--- src/rtl/fts_pkg.sv ---
// Shared types and constants for the fade transition sequencer.
package fts_pkg;

  localparam int REG_W          = 16;
  localparam int DELAY_W        = REG_W + 1;
  localparam int OP_W           = 3;
  localparam int TICK_W         = 10;
  localparam int LEVEL_W        = 16;
  localparam int CFG_IDX_W      = 3;
  localparam int TIME_BITS_DEF  = 16;
  localparam int ALPHA_BITS_DEF = 8;

  localparam logic [REG_W-1:0] FADE_DURATION_RST = REG_W'(500);

  // operation codes
  localparam logic [OP_W-1:0] OP_TICK     = OP_W'(0);
  localparam logic [OP_W-1:0] OP_FADE_IN  = OP_W'(1);
  localparam logic [OP_W-1:0] OP_FADE_OUT = OP_W'(2);
  localparam logic [OP_W-1:0] OP_TRANS    = OP_W'(3);
  localparam logic [OP_W-1:0] OP_TRANS_LV = OP_W'(4);
  localparam logic [OP_W-1:0] OP_CANCEL   = OP_W'(5);

  // config register indexes
  localparam logic [CFG_IDX_W-1:0] REG_FADE_DURATION   = CFG_IDX_W'(0);
  localparam logic [CFG_IDX_W-1:0] REG_IN_START_DELAY  = CFG_IDX_W'(1);
  localparam logic [CFG_IDX_W-1:0] REG_OUT_START_DELAY = CFG_IDX_W'(2);
  localparam logic [CFG_IDX_W-1:0] REG_BLACK_HOLD_TIME = CFG_IDX_W'(3);
  localparam logic [CFG_IDX_W-1:0] REG_LEVEL_WAIT_TIME = CFG_IDX_W'(4);

  typedef enum logic [2:0] {
    PH_IDLE,
    PH_FIN,
    PH_FOUT,
    PH_TIN,
    PH_TOUT,
    PH_LIN,
    PH_LWAIT
  } phase_t;

  typedef enum logic [2:0] {
    ST_IDLE,
    ST_EXEC,
    ST_ADV,
    ST_LOAD,
    ST_DIV,
    ST_RESULT
  } seq_state_t;

endpackage

--- src/rtl/fts_div.sv ---
// Iterative restoring divider, one quotient bit per cycle.
module fts_div
  import fts_pkg::*;
#(
  parameter int DEN_BITS  = REG_W,
  parameter int QUOT_BITS = ALPHA_BITS_DEF
) (
  input  logic                          clk,
  input  logic                          rst,
  input  logic                          start,
  input  logic [DEN_BITS+QUOT_BITS-1:0] num,   // must be below den << QUOT_BITS
  input  logic [DEN_BITS-1:0]           den,
  output logic                          done,
  output logic [QUOT_BITS-1:0]          quot
);

  localparam int CNT_W = $clog2(QUOT_BITS + 1);

  logic                 busy;
  logic [CNT_W-1:0]     cnt;
  logic [DEN_BITS-1:0]  rem;
  logic [DEN_BITS-1:0]  dvs;
  logic [QUOT_BITS-1:0] sh;
  logic [DEN_BITS:0]    trial;
  logic [DEN_BITS:0]    diff;
  logic                 ge;

  assign trial = {rem, sh[QUOT_BITS-1]};
  assign diff  = trial - {1'b0, dvs};
  assign ge    = trial >= {1'b0, dvs};

  always_ff @(posedge clk) begin
    if (rst) begin
      busy <= 1'b0;
      done <= 1'b0;
      cnt  <= '0;
    end else begin
      done <= 1'b0;
      if (start) begin
        busy <= 1'b1;
        cnt  <= CNT_W'(QUOT_BITS);
      end else if (busy) begin
        cnt <= cnt - CNT_W'(1);
        if (cnt == CNT_W'(1)) begin
          busy <= 1'b0;
          done <= 1'b1;
        end
      end
    end
  end

  always_ff @(posedge clk) begin
    if (start) begin
      rem  <= num[DEN_BITS+QUOT_BITS-1:QUOT_BITS];
      sh   <= num[QUOT_BITS-1:0];
      dvs  <= den;
      quot <= '0;
    end else if (busy) begin
      rem  <= ge ? diff[DEN_BITS-1:0] : trial[DEN_BITS-1:0];
      sh   <= {sh[QUOT_BITS-2:0], 1'b0};
      quot <= {quot[QUOT_BITS-2:0], ge};
    end
  end

endmodule

--- config.mk ---
export PLATFORM = sky130hd
export DESIGN_NAME = fts_div
export DESIGN_NICKNAME = d
export VERILOG_FILES = /design/src/rtl/fts_pkg.sv /design/src/rtl/fts_div.sv
export SDC_FILE = /design/constraint.sdc
export NUM_CORES = 1
export LEC_CHECK = 0
export ABC_AREA = 1
export BUFFER_PORTS_ARGS = -buffer_cell sky130_fd_sc_hd__buf_4
export CORE_MARGIN = 2
export CORE_UTILIZATION = 57
export CTS_CLUSTER_SIZE = 40
export DETAILED_ROUTE_END_ITERATION = 6
export GPL_ROUTABILITY_DRIVEN = 0
export PLACE_DENSITY = 0.77
export SLEW_MARGIN = 10
export SYNTH_ARGS = -nofsm -noshare
export SYNTH_HDL_FRONTEND = slang
export SYNTH_SLANG_ARGS = --single-unit
--- constraint.sdc ---
create_clock -name clk -period 2.75 [get_ports clk]
set_clock_uncertainty 0.15 [all_clocks]
set_input_delay 0.1375 -clock clk [delete_from_list [all_inputs] [get_ports clk]]
set_output_delay 0.1375 -clock clk [all_outputs]
set_load 0.1 [all_outputs]
==> results.md, run 1 <==
* Die outline area at 6740 sq um
* Number of synthesized flops with an enable pin at 40
* Main combinational cell family by area after synthesis: simple AND/OR/NAND/NOR gates
* Vertical die dimension at 82.1 um
* Number of maximum-capacitance constraint violations at 0
* Critical Path, Cell by Cell: inv_1, ha_1, inv_1, fa_1, nand3_1, nand3_1, nand2_1, nand2_1, nand2_1, nand2_1, nand2_1, nand3_1, nand2_1, nand2_1
* Critical path capture point type: register
* Cell leakage power at 2.23 nW
* Num rows at 28
* Post-Synthesis Net Count at 511
* Post-DR vias/cell at 5.04
* YS warnings at 0
* Final worst path period need at 2520 ps
* DR vias at 3112
* TritonCTS clock tree: done
* Core Area at 5920 sq um
* Pre-antenna DRT Iters at 5
* Detailed-placement wirelength estimate at 5430 um
* First-pass GRT wire length at 13200 um
* Number of global-route vias before repair at 3013
* Clock net sink count at 54
* Boundary pin count at 52
* Max Transition Viols Final at 0
* Biggest area consumer among synthesized cells: edfxtp_1
* Reg clk slew, reported paths at 110 ps
* Post-route clock period utilization at 91.6%
* Max Clk Rate at 0.397 GHz
* Worst r2r dst: rem[14]
* Compound-cell area share of the yosys netlist at 3.13%
* H-Tree Depth at 2
* Sink of the worst hold path: dvs[0]
* Number of DRC violations after detailed-routing iteration 0 at 241
* Peak VDD IR at 0.377 mV
* Critical path launch point type: register
* Clock insertion delay at the later pin of the skew report at 320 ps
* Gate family responsible for the most delay along the worst path: simple AND/OR/NAND/NOR gates
* Yosys cell types at 32
* # Post-CTS Setup Buffers at 0
* Max-slew headroom at 68.6%
* Simple-gate portion of the synthesized area at 34.4%
* Top area cells in the synthesized netlist: edfxtp_1 35%, nand2_1 16%, inv_1 9.0%, dfxtp_1 8.1%, ha_1 6.5%
* Status: completed
* Worst min-delay path startpoint: start
* Slowest cell delay on critical path at 440 ps
* Filler cells at 433
* Flip-flop and latch count after synthesis at 54
* Share of the synthesized netlist area taken by xor and xnor gates at 1.76%
* Buffer type at the clock tree root: clkbuf_8
* Drt wl/cell at 12.8 um
* Launch point of the worst reg-to-reg path: sh[7]
* Multiplexer area fraction after synthesis at 0%
* Post-Place Cells at 568
* Share of synthesized registers carrying an async set or reset at 0%
* Die boundary width at 82.1 um
* Share of cells above drive strength 1 at 17.0%
* Number of antenna-violating nets in the routed design at 0
* Most used flip-flop cell after synthesis: edfxtp_1
* Total number of cells along the worst setup path at 14
* Area overhead of the layout relative to synthesis at 27.8%
* Max Root-Sink Buffers at 2
* Worst hold stages at 2
* Power density normalized to cell area at 610 nW/um^2
* Largest fanout of any net on the critical path at 4
* Signal arrival time at the worst endpoint at 2460 ps
* Count of antenna diodes in the layout at 0
* Post-Layout Cell Count at 617
* DRC violations left at 0
* Post-synthesis instance total at 449
* Cell with the largest stage delay on the worst path: fa_1
* Worst reg2reg path depth at 14
* Transition time at the pin with the least slew margin at 470 ps
* Critical path required time at 2690 ps
* Part of the Yosys area used for sequential elements at 42.6%
* Setup violators final at 0
* Unrepaired setup endpoints after global routing: no
* Cell repeated most along the worst path: nand2_1
* Netlist area before placement at 3470 sq um
* Top cell type's share of synthesized area at 34.6%
* Critical path start-end classification: register to register
* Largest net degree at the start of global routing at 42
* Class of the most critical hold timing path: input pin to register
* Number of cells upsized or downsized after cts at 0
* Number of hold buffers added after cts at 41
* Number of nets in the final layout at 603
* Worst path buffer plus inverter count at 2
* Number of buffers created by CTS at 5
* PortBufs at 51
* Global-route usage over all layers at 25.8%
* Synthesized-area fraction occupied by adder cells at 7.06%
* Reg2reg setup slack at 230 ps
* Aggregate negative setup slack at 0 ps
* Overflow left after global routing at 0
* Number of antenna violations at the first check in global routing at 0
* Initial standard-cell utilization of the core at 58.7%
* Min Hold Slack at 270 ps
* Total detailed-routing wirelength at 7910 um
* Average instance area after synthesis at 7.74 sq um
* Final hold violations at 0
[power by group]
part | internal [mW] | switching [mW] | total, mW
Combinational | 0.446 | 0.703 | 1.15
Sequential | 0.992 | 0.0416 | 1.03
Clock | 0.240 | 0.285 | 0.525
[sequential cells by signal (all words and copies together), names as in the netlist]
register / cells
busy: 1
quot: 8
rem: 16
dvs: 16
done: 1
cnt: 4
sh: 8
[stage by stage]
stage	total power [mW]	util (%)	instance area [sq um]	setup WS (ps)
global route	2.89	75.0	4440	88.0
CTS	2.70	75.0	4440	277
finish	2.71	75.0	4440	231
detailed placement	2.13	66.2	3920	280
global placement	2.11	66.2	3920	352
floorplan	1.91	-	3470	637
[cell families (layout without fill, tap and decap cells)]
family | count (synthesis) | count (layout)
xor+xnor | 7 | 7
flops | 54 | 54
simple gates | 256 | 256
buf+inv | 94 | 187
fa+ha+maj | 19 | 19
compound gates | 19 | 19
[worst max-delay path by stage]
stage / from / to / slack [ps]
floorplan: sh[7] / rem[8] / 640
global placement: sh[7] / rem[14] / 350
detailed placement: sh[7] / rem[14] / 280
CTS: sh[7] / rem[14] / 280
global route: sh[7] / rem[14] / 90
finish: sh[7] / rem[14] / 230
[cell usage in the layout, fill, tap and decap left out, drive strengths merged, types with 2 or more instances in the layout]
cell type,count
a21oi,8
inv,85
nand3,42
nor3,5
ha,18
dlygate4sd3,41
buf,54
xnor2,6
dfxtp,14
nor2,25
nand3b,12
o22ai,6
nand4,4
clkbuf,6
o21ai,2
edfxtp,40
nand2,166
[cell usage after synthesis, types with 2 or more instances]
cell and number:
o22ai_1 6, ha_1 18, nor2_2 3, nor2_4 4
nor3_1 4, edfxtp_1 40, nand3_2 2, clkbuf_1 3
o21ai_0 2, dfxtp_1 14, buf_2 4, nand2_2 17
nand4_1 4, nand3_1 40, nand2_1 147, nor2_1 18
buf_4 2, xnor2_1 6, a21oi_1 8, inv_1 83
nand2_4 2, nand3b_1 12
[metal layers]
| metal | track usage (%) | share of wire (%) | up-vias |
|---|---|---|---|
| li1 | - | - | 1594 |
| met1 | 32.3 | 44 | 1427 |
| met2 | 44.6 | 49 | 78 |
| met3 | 4.40 | 4.4 | 13 |
| met4 | 9.67 | 2.0 | 0 |
| met5 | 0 | 0 | - |
[final cells by class]
class	count	area (sq um)	share of cell area (%)
timing repair buffer	95	828	18.6
clock buffer	6	93.8	2.11
tap	75	93.8	2.11
clock inverter	2	17.5	0.394
multi-input combinational	301	1610	36.3
sequential	54	1480	33.4
inverter	84	315	7.10
Note: power is estimated with default switching activity, not from simulation.
==> run 2: changes to the inputs <==
--- a/config.mk
+++ b/config.mk
@@ -8,11 +8,11 @@
 export ABC_AREA = 1
 export BUFFER_PORTS_ARGS = -buffer_cell sky130_fd_sc_hd__buf_4
 export CORE_MARGIN = 2
-export CORE_UTILIZATION = 57
+export CORE_UTILIZATION = 55
 export CTS_CLUSTER_SIZE = 40
 export DETAILED_ROUTE_END_ITERATION = 6
 export GPL_ROUTABILITY_DRIVEN = 0
-export PLACE_DENSITY = 0.77
+export PLACE_DENSITY = 0.74
 export SLEW_MARGIN = 10
 export SYNTH_ARGS = -nofsm -noshare
 export SYNTH_HDL_FRONTEND = slang
==> results.md, run 2 (same netlist as run 1, synthesis figures left out) <==
* Status: completed
* Worst hold stages at 4
* Max-slew headroom at 63.2%
* Worst Setup Slack post-DPL at 317 ps
* Global-route usage over all layers at 23.7%
* Worst r2r dst: rem[11]
* Clock net sink count at 54
* Post-DR vias/cell at 5.00
* FF/Latch Area at 1480 sq um
* Total detailed-routing wirelength at 8000 um
* Unrepaired setup endpoints after global routing: no
* Area of the multi-input gates at 1610 sq um
* Overall power after layout at 2.62 mW
* Core Area at 6030 sq um
* Number of global-route vias before repair at 3041
* Max Clk Rate at 0.406 GHz
* Number of cells upsized or downsized after cts at 0
* Post-route clock period utilization at 89.6%
* Number of antenna-violating nets in the routed design at 0
* Number of nets in the final layout at 603
* Largest net degree at the start of global routing at 42
* Sink of the worst hold path: cnt[3]
* Power density normalized to cell area at 594 nW/um^2
* Reg clk slew, reported paths at 100 ps
* DR vias at 3083
* Net switching power of the design at 1.00 mW
* Count of antenna diodes in the layout at 0
* Sequential power share at 39.6%
* Transition time at the pin with the least slew margin at 551 ps
* Critical path launch point type: register
* Boundary pin count at 52
* Critical path required time at 2770 ps
* Peak VDD IR at 0.324 mV
* Setup violators final at 0
* Signal arrival time at the worst endpoint at 2490 ps
* Drt wl/cell at 13.0 um
* Final worst path period need at 2460 ps
* Top Registers: dvs x16, rem x16
* Worst min-delay path startpoint: start
* Worst setup margin at 285 ps
* Filler cells at 454
* Portion of total power attributed to the clock network at 16.7%
* Area overhead of the layout relative to synthesis at 27.2%
* Max Root-Sink Buffers at 2
* Number of hold buffers added after cts at 41
* Critical path capture point type: register
* H-Tree Depth at 2
* Buffer type at the clock tree root: clkbuf_8
* PortBufs at 51
* Post-Layout Cell Count at 617
* Core occupancy in the finished layout at 73.3%
* Switching part of the total power at 38.3%
* Initial standard-cell utilization of the core at 57.7%
* Final hold violations at 0
* Vertical die dimension at 83.5 um
* Share of cells above drive strength 1 at 17.0%
* Number of DRC violations after detailed-routing iteration 0 at 166
* Post-Place Cells at 568
* Num rows at 28
* Overflow left after global routing at 0
* Number of buffers created by CTS at 5
* Pre-antenna DRT Iters at 5
* Relative contribution of combinational cells to total power at 43.7%
* Detailed-placement wirelength estimate at 5510 um
* Largest fanout of any net on the critical path at 17
* Number of antenna violations at the first check in global routing at 0
* # Post-CTS Setup Buffers at 0
* Leading cell types in the layout, fill and taps excluded: 147 x nand2_1, 83 x inv_1, 53 x buf_4
* Number of maximum-capacitance constraint violations at 0
* Commonest non-fill, non-tap cell in the layout: nand2_1
* Aggregate negative setup slack at 0 ps
* Die boundary width at 83.5 um
* Max Transition Viols Final at 0
* TritonCTS clock tree: done
* Worst reg2reg path depth at 12
* Cell leakage power at 2.22 nW
* Class of the most critical hold timing path: input pin to register
* Cell internal pwr at 1.62 mW
* Launch point of the worst reg-to-reg path: rem[10]
* Critical path start-end classification: register to register
* DRC violations left at 0
* Clock insertion delay at the later pin of the skew report at 300 ps
* First-pass GRT wire length at 13600 um
* Die outline area at 6970 sq um
* Reg2reg setup slack at 290 ps
[run 2: through the flow]
stage / hold slack (ps) / area (sq um)
2_1_floorplan: 56.9 / 3470
3_3_place_gp: 156 / 3920
3_5_place_dp: 161 / 3920
4_1_cts: 283 / 4420
5_1_grt: 288 / 4420
6_report: 286 / 4420
[run 2: final cells by class]
| class | instances | share of cell area (%) |
|---|---|---|
| Inverter | 84 | 7.14 |
| Timing Repair Buffer | 95 | 18.7 |
| Tap cell | 75 | 2.12 |
| Clock inverter | 3 | 0.425 |
| Clock buffer | 5 | 1.56 |
| Multi-Input combinational cell | 301 | 36.5 |
| Sequential cell | 54 | 33.5 |
[run 2: critical path, cell delays in order, from the launching register on]
cell and delay, ps:
edfxtp_1 420, ha_1 410, nand2_2 120, inv_1 40
nand2_1 50, nand2_1 60, nand2_1 50, nand2_1 80
nor2_4 390, nand2_4 260, nand2_1 140, nand3_1 80
nand2_1 70
[run 2: how the worst max path moves through the flow]
stage          startpoint      end  cells after the start
2_1_floorplan       sh[7]   rem[8]                     11
5_1_grt             sh[7]  rem[14]                     14
3_3_place_gp        sh[7]  rem[14]                     14
4_1_cts           rem[10]   rem[8]                     12
3_5_place_dp        sh[7]  rem[14]                     14
6_report          rem[10]  rem[11]                     12
[run 2: metal layers]
layer | GRT usage, % | share of wire (%) | vias to the layer above | wire [um]
li1 | - | - | 1596 | -
met1 | 31.0 | 44 | 1401 | 3540
met2 | 41.2 | 50 | 78 | 4000
met3 | 4.25 | 4.5 | 8 | 357
met4 | 5.43 | 1.2 | 0 | 99
met5 | 0 | 0 | - | 0
[run 2: power groups by stage]
stage               Combinational, mW  Sequential (mW)  Clock (mW)
finish                           1.15             1.04       0.438
global route                     1.30             1.05       0.475
CTS                              1.14             1.04       0.454
detailed placement               1.08             1.05           0
global placement                 1.07             1.05           0
floorplan                       0.847             1.06           0
==> run 3: changes to the inputs <==
--- a/config.mk
+++ b/config.mk
@@ -6,7 +6,7 @@
 export NUM_CORES = 1
 export LEC_CHECK = 0
 export ABC_AREA = 1
-export BUFFER_PORTS_ARGS = -buffer_cell sky130_fd_sc_hd__buf_4
+export BUFFER_PORTS_ARGS = -buffer_cell sky130_fd_sc_hd__buf_2
 export CORE_MARGIN = 2
 export CORE_UTILIZATION = 55
 export CTS_CLUSTER_SIZE = 40
==> constraint.sdc (replaced) <==
create_clock -name clk -period 2.8 [get_ports clk]
set_clock_uncertainty 0.15 [all_clocks]
set_input_delay 0.14 -clock clk [delete_from_list [all_inputs] [get_ports clk]]
set_output_delay 0.14 -clock clk [all_outputs]
set_load 0.1 [all_outputs]
==> results.md, run 3 (same netlist as run 1, synthesis figures left out) <==
* Number of global-route vias before repair at 2978
* Signal arrival time at the worst endpoint at 2390 ps
* Vertical die dimension at 83.5 um
* Number of DRC violations after detailed-routing iteration 0 at 220
* Clock insertion delay at the later pin of the skew report at 310 ps
* Worst setup margin at 332 ps
* # Post-CTS Setup Buffers at 0
* Worst Setup Slack post-DPL at 355 ps
* Number of maximum-capacitance constraint violations at 0
* Number of nets in the final layout at 603
* Unrepaired setup endpoints after global routing: no
* DR vias at 3109
* Initial standard-cell utilization of the core at 57.7%
* Worst r2r dst: rem[14]
* Drt wl/cell at 12.4 um
* Post-route clock period utilization at 88.2%
* Total detailed-routing wirelength at 7660 um
* Detailed-placement wirelength estimate at 5290 um
* Gate family responsible for the most delay along the worst path: simple AND/OR/NAND/NOR gates
* Largest fanout of any net on the critical path at 4
* Critical Path, Cell by Cell: inv_1, ha_1, inv_1, fa_1, nand3_1, nand3_1, nand2_1, nand2_1, nand2_1, nand2_1, nand2_1, nand3_1, nand2_1, nand2_1
* Number of cells upsized or downsized after cts at 0
* Setup violators final at 0
* Share of cells above drive strength 1 at 17.0%
* Leading cell types in the layout, fill and taps excluded: 147 x nand2_1, 83 x inv_1, 51 x buf_2
* Final worst path period need at 2470 ps
* H-Tree Depth at 2
* Commonest non-fill, non-tap cell in the layout: nand2_1
* Global-route usage over all layers at 22.6%
* Final hold violations at 0
* Startpoint of the most critical setup path: sh[7]
* Largest net degree at the start of global routing at 42
* Number of antenna-violating nets in the routed design at 0
* Post-DR vias/cell at 5.03
* DRC violations left at 0
* Class of the most critical hold timing path: input pin to register
* Cell leakage power at 2.19 nW
* Peak VDD IR at 0.359 mV
* Max Clk Rate at 0.405 GHz
* Max Root-Sink Buffers at 2
* Die boundary width at 83.5 um
* Critical path required time at 2730 ps
* Number of antenna violations at the first check in global routing at 1
* Area overhead of the layout relative to synthesis at 24.2%
* Total number of cells along the worst setup path at 14
* Critical path launch point type: register
* Max Transition Viols Final at 0
* Launch point of the worst reg-to-reg path: sh[7]
* Num rows at 28
* Cell repeated most along the worst path: nand2_1
* Worst reg2reg path depth at 14
* First-pass GRT wire length at 13100 um
* Overflow left after global routing at 0
* Buffer type at the clock tree root: clkbuf_8
* TritonCTS clock tree: done
* Status: completed
* Aggregate negative setup slack at 0 ps
* Number of buffers created by CTS at 5
* Critical path start-end classification: register to register
* Reg clk slew, reported paths at 100 ps
* Boundary pin count at 52
* Endpoint of the worst setup timing path: rem[14]
* Top Registers: dvs x16, rem x16
* Power density normalized to cell area at 607 nW/um^2
* Max-slew headroom at 64.7%
* Core Area at 6030 sq um
* Cell with the largest stage delay on the worst path: fa_1
* Critical path capture point type: register
* Transition time at the pin with the least slew margin at 529 ps
* Pre-antenna DRT Iters at 5
* Reg2reg setup slack at 330 ps
* Worst path buffer plus inverter count at 2
* Die outline area at 6970 sq um
* Slowest cell delay on critical path at 450 ps
* PortBufs at 51
* Clock net sink count at 54
run 3: cell types whose count changed in the layout (fill, tap and decap cells not counted), sizes merged:
cell	previous run	this run
clkbuf	5	6
diode	0	1
clkinv	2	1
run 3: final cells by class:
cell class / count / area [sq um]
fillers: 484 / 1710
diodes: 1 / 2.50
multi-input cells: 301 / 1610
clock buffers: 6 / 93.8
repair buffers: 95 / 701
inverters: 84 / 315
well taps: 75 / 93.8
clock inverters: 2 / 17.5
flip-flops and latches: 54 / 1480
run 3: layer usage:
metal	wire length, um	up-vias	global-route usage (%)
met3	329	13	3.07
met5	0	-	0
met1	3510	1425	30.8
met2	3710	75	38.2
li1	-	1596	-
met4	112	0	6.16
run 3: through the flow:
stage	instance area [sq um]	power, mW	instances	util, %	hold WS [ps]
6_report	4320	2.62	618	71.6	274
5_1_grt	4320	2.81	618	71.6	290
2_1_floorplan	3470	1.87	449	-	59.4
3_3_place_gp	3790	2.06	568	62.9	166
3_5_place_dp	3790	2.07	568	62.9	168
4_1_cts	4310	2.62	617	71.6	271
run 3: worst min-delay path by stage:
stage / from / slack [ps] / endpoint / cells past startpoint
after floorplan: rst / 60 / cnt[3] / 1
after global placement: den[14] / 170 / dvs[14] / 1
after detailed placement: den[1] / 170 / dvs[1] / 1
after CTS: start / 270 / dvs[9] / 2
after global routing: start / 290 / dvs[9] / 2
final: start / 270 / dvs[0] / 2
run 3: report_power, final:
group	total, mW	internal, mW	switching [mW]
Clock	0.504	0.236	0.268
Combinational	1.10	0.420	0.678
Sequential	1.02	0.974	0.0421
Total	2.62	1.63	0.988
run 3: what timing repair did:
item / in CTS / in global routing
hold endpoints to repair: 42 / 0
endpoints found under the setup margin: 0 / 0
hold buffers: 41 / 0
run 3: worst register-to-register path, stage by stage (launching register included):
cell	delay, ps
edfxtp_1	370
inv_1	80
ha_1	160
inv_1	100
fa_1	450
nand3_1	110
nand3_1	170
nand2_1	110
nand2_1	90
nand2_1	130
nand2_1	70
nand2_1	60
nand3_1	70
nand2_1	80
nand2_1	40
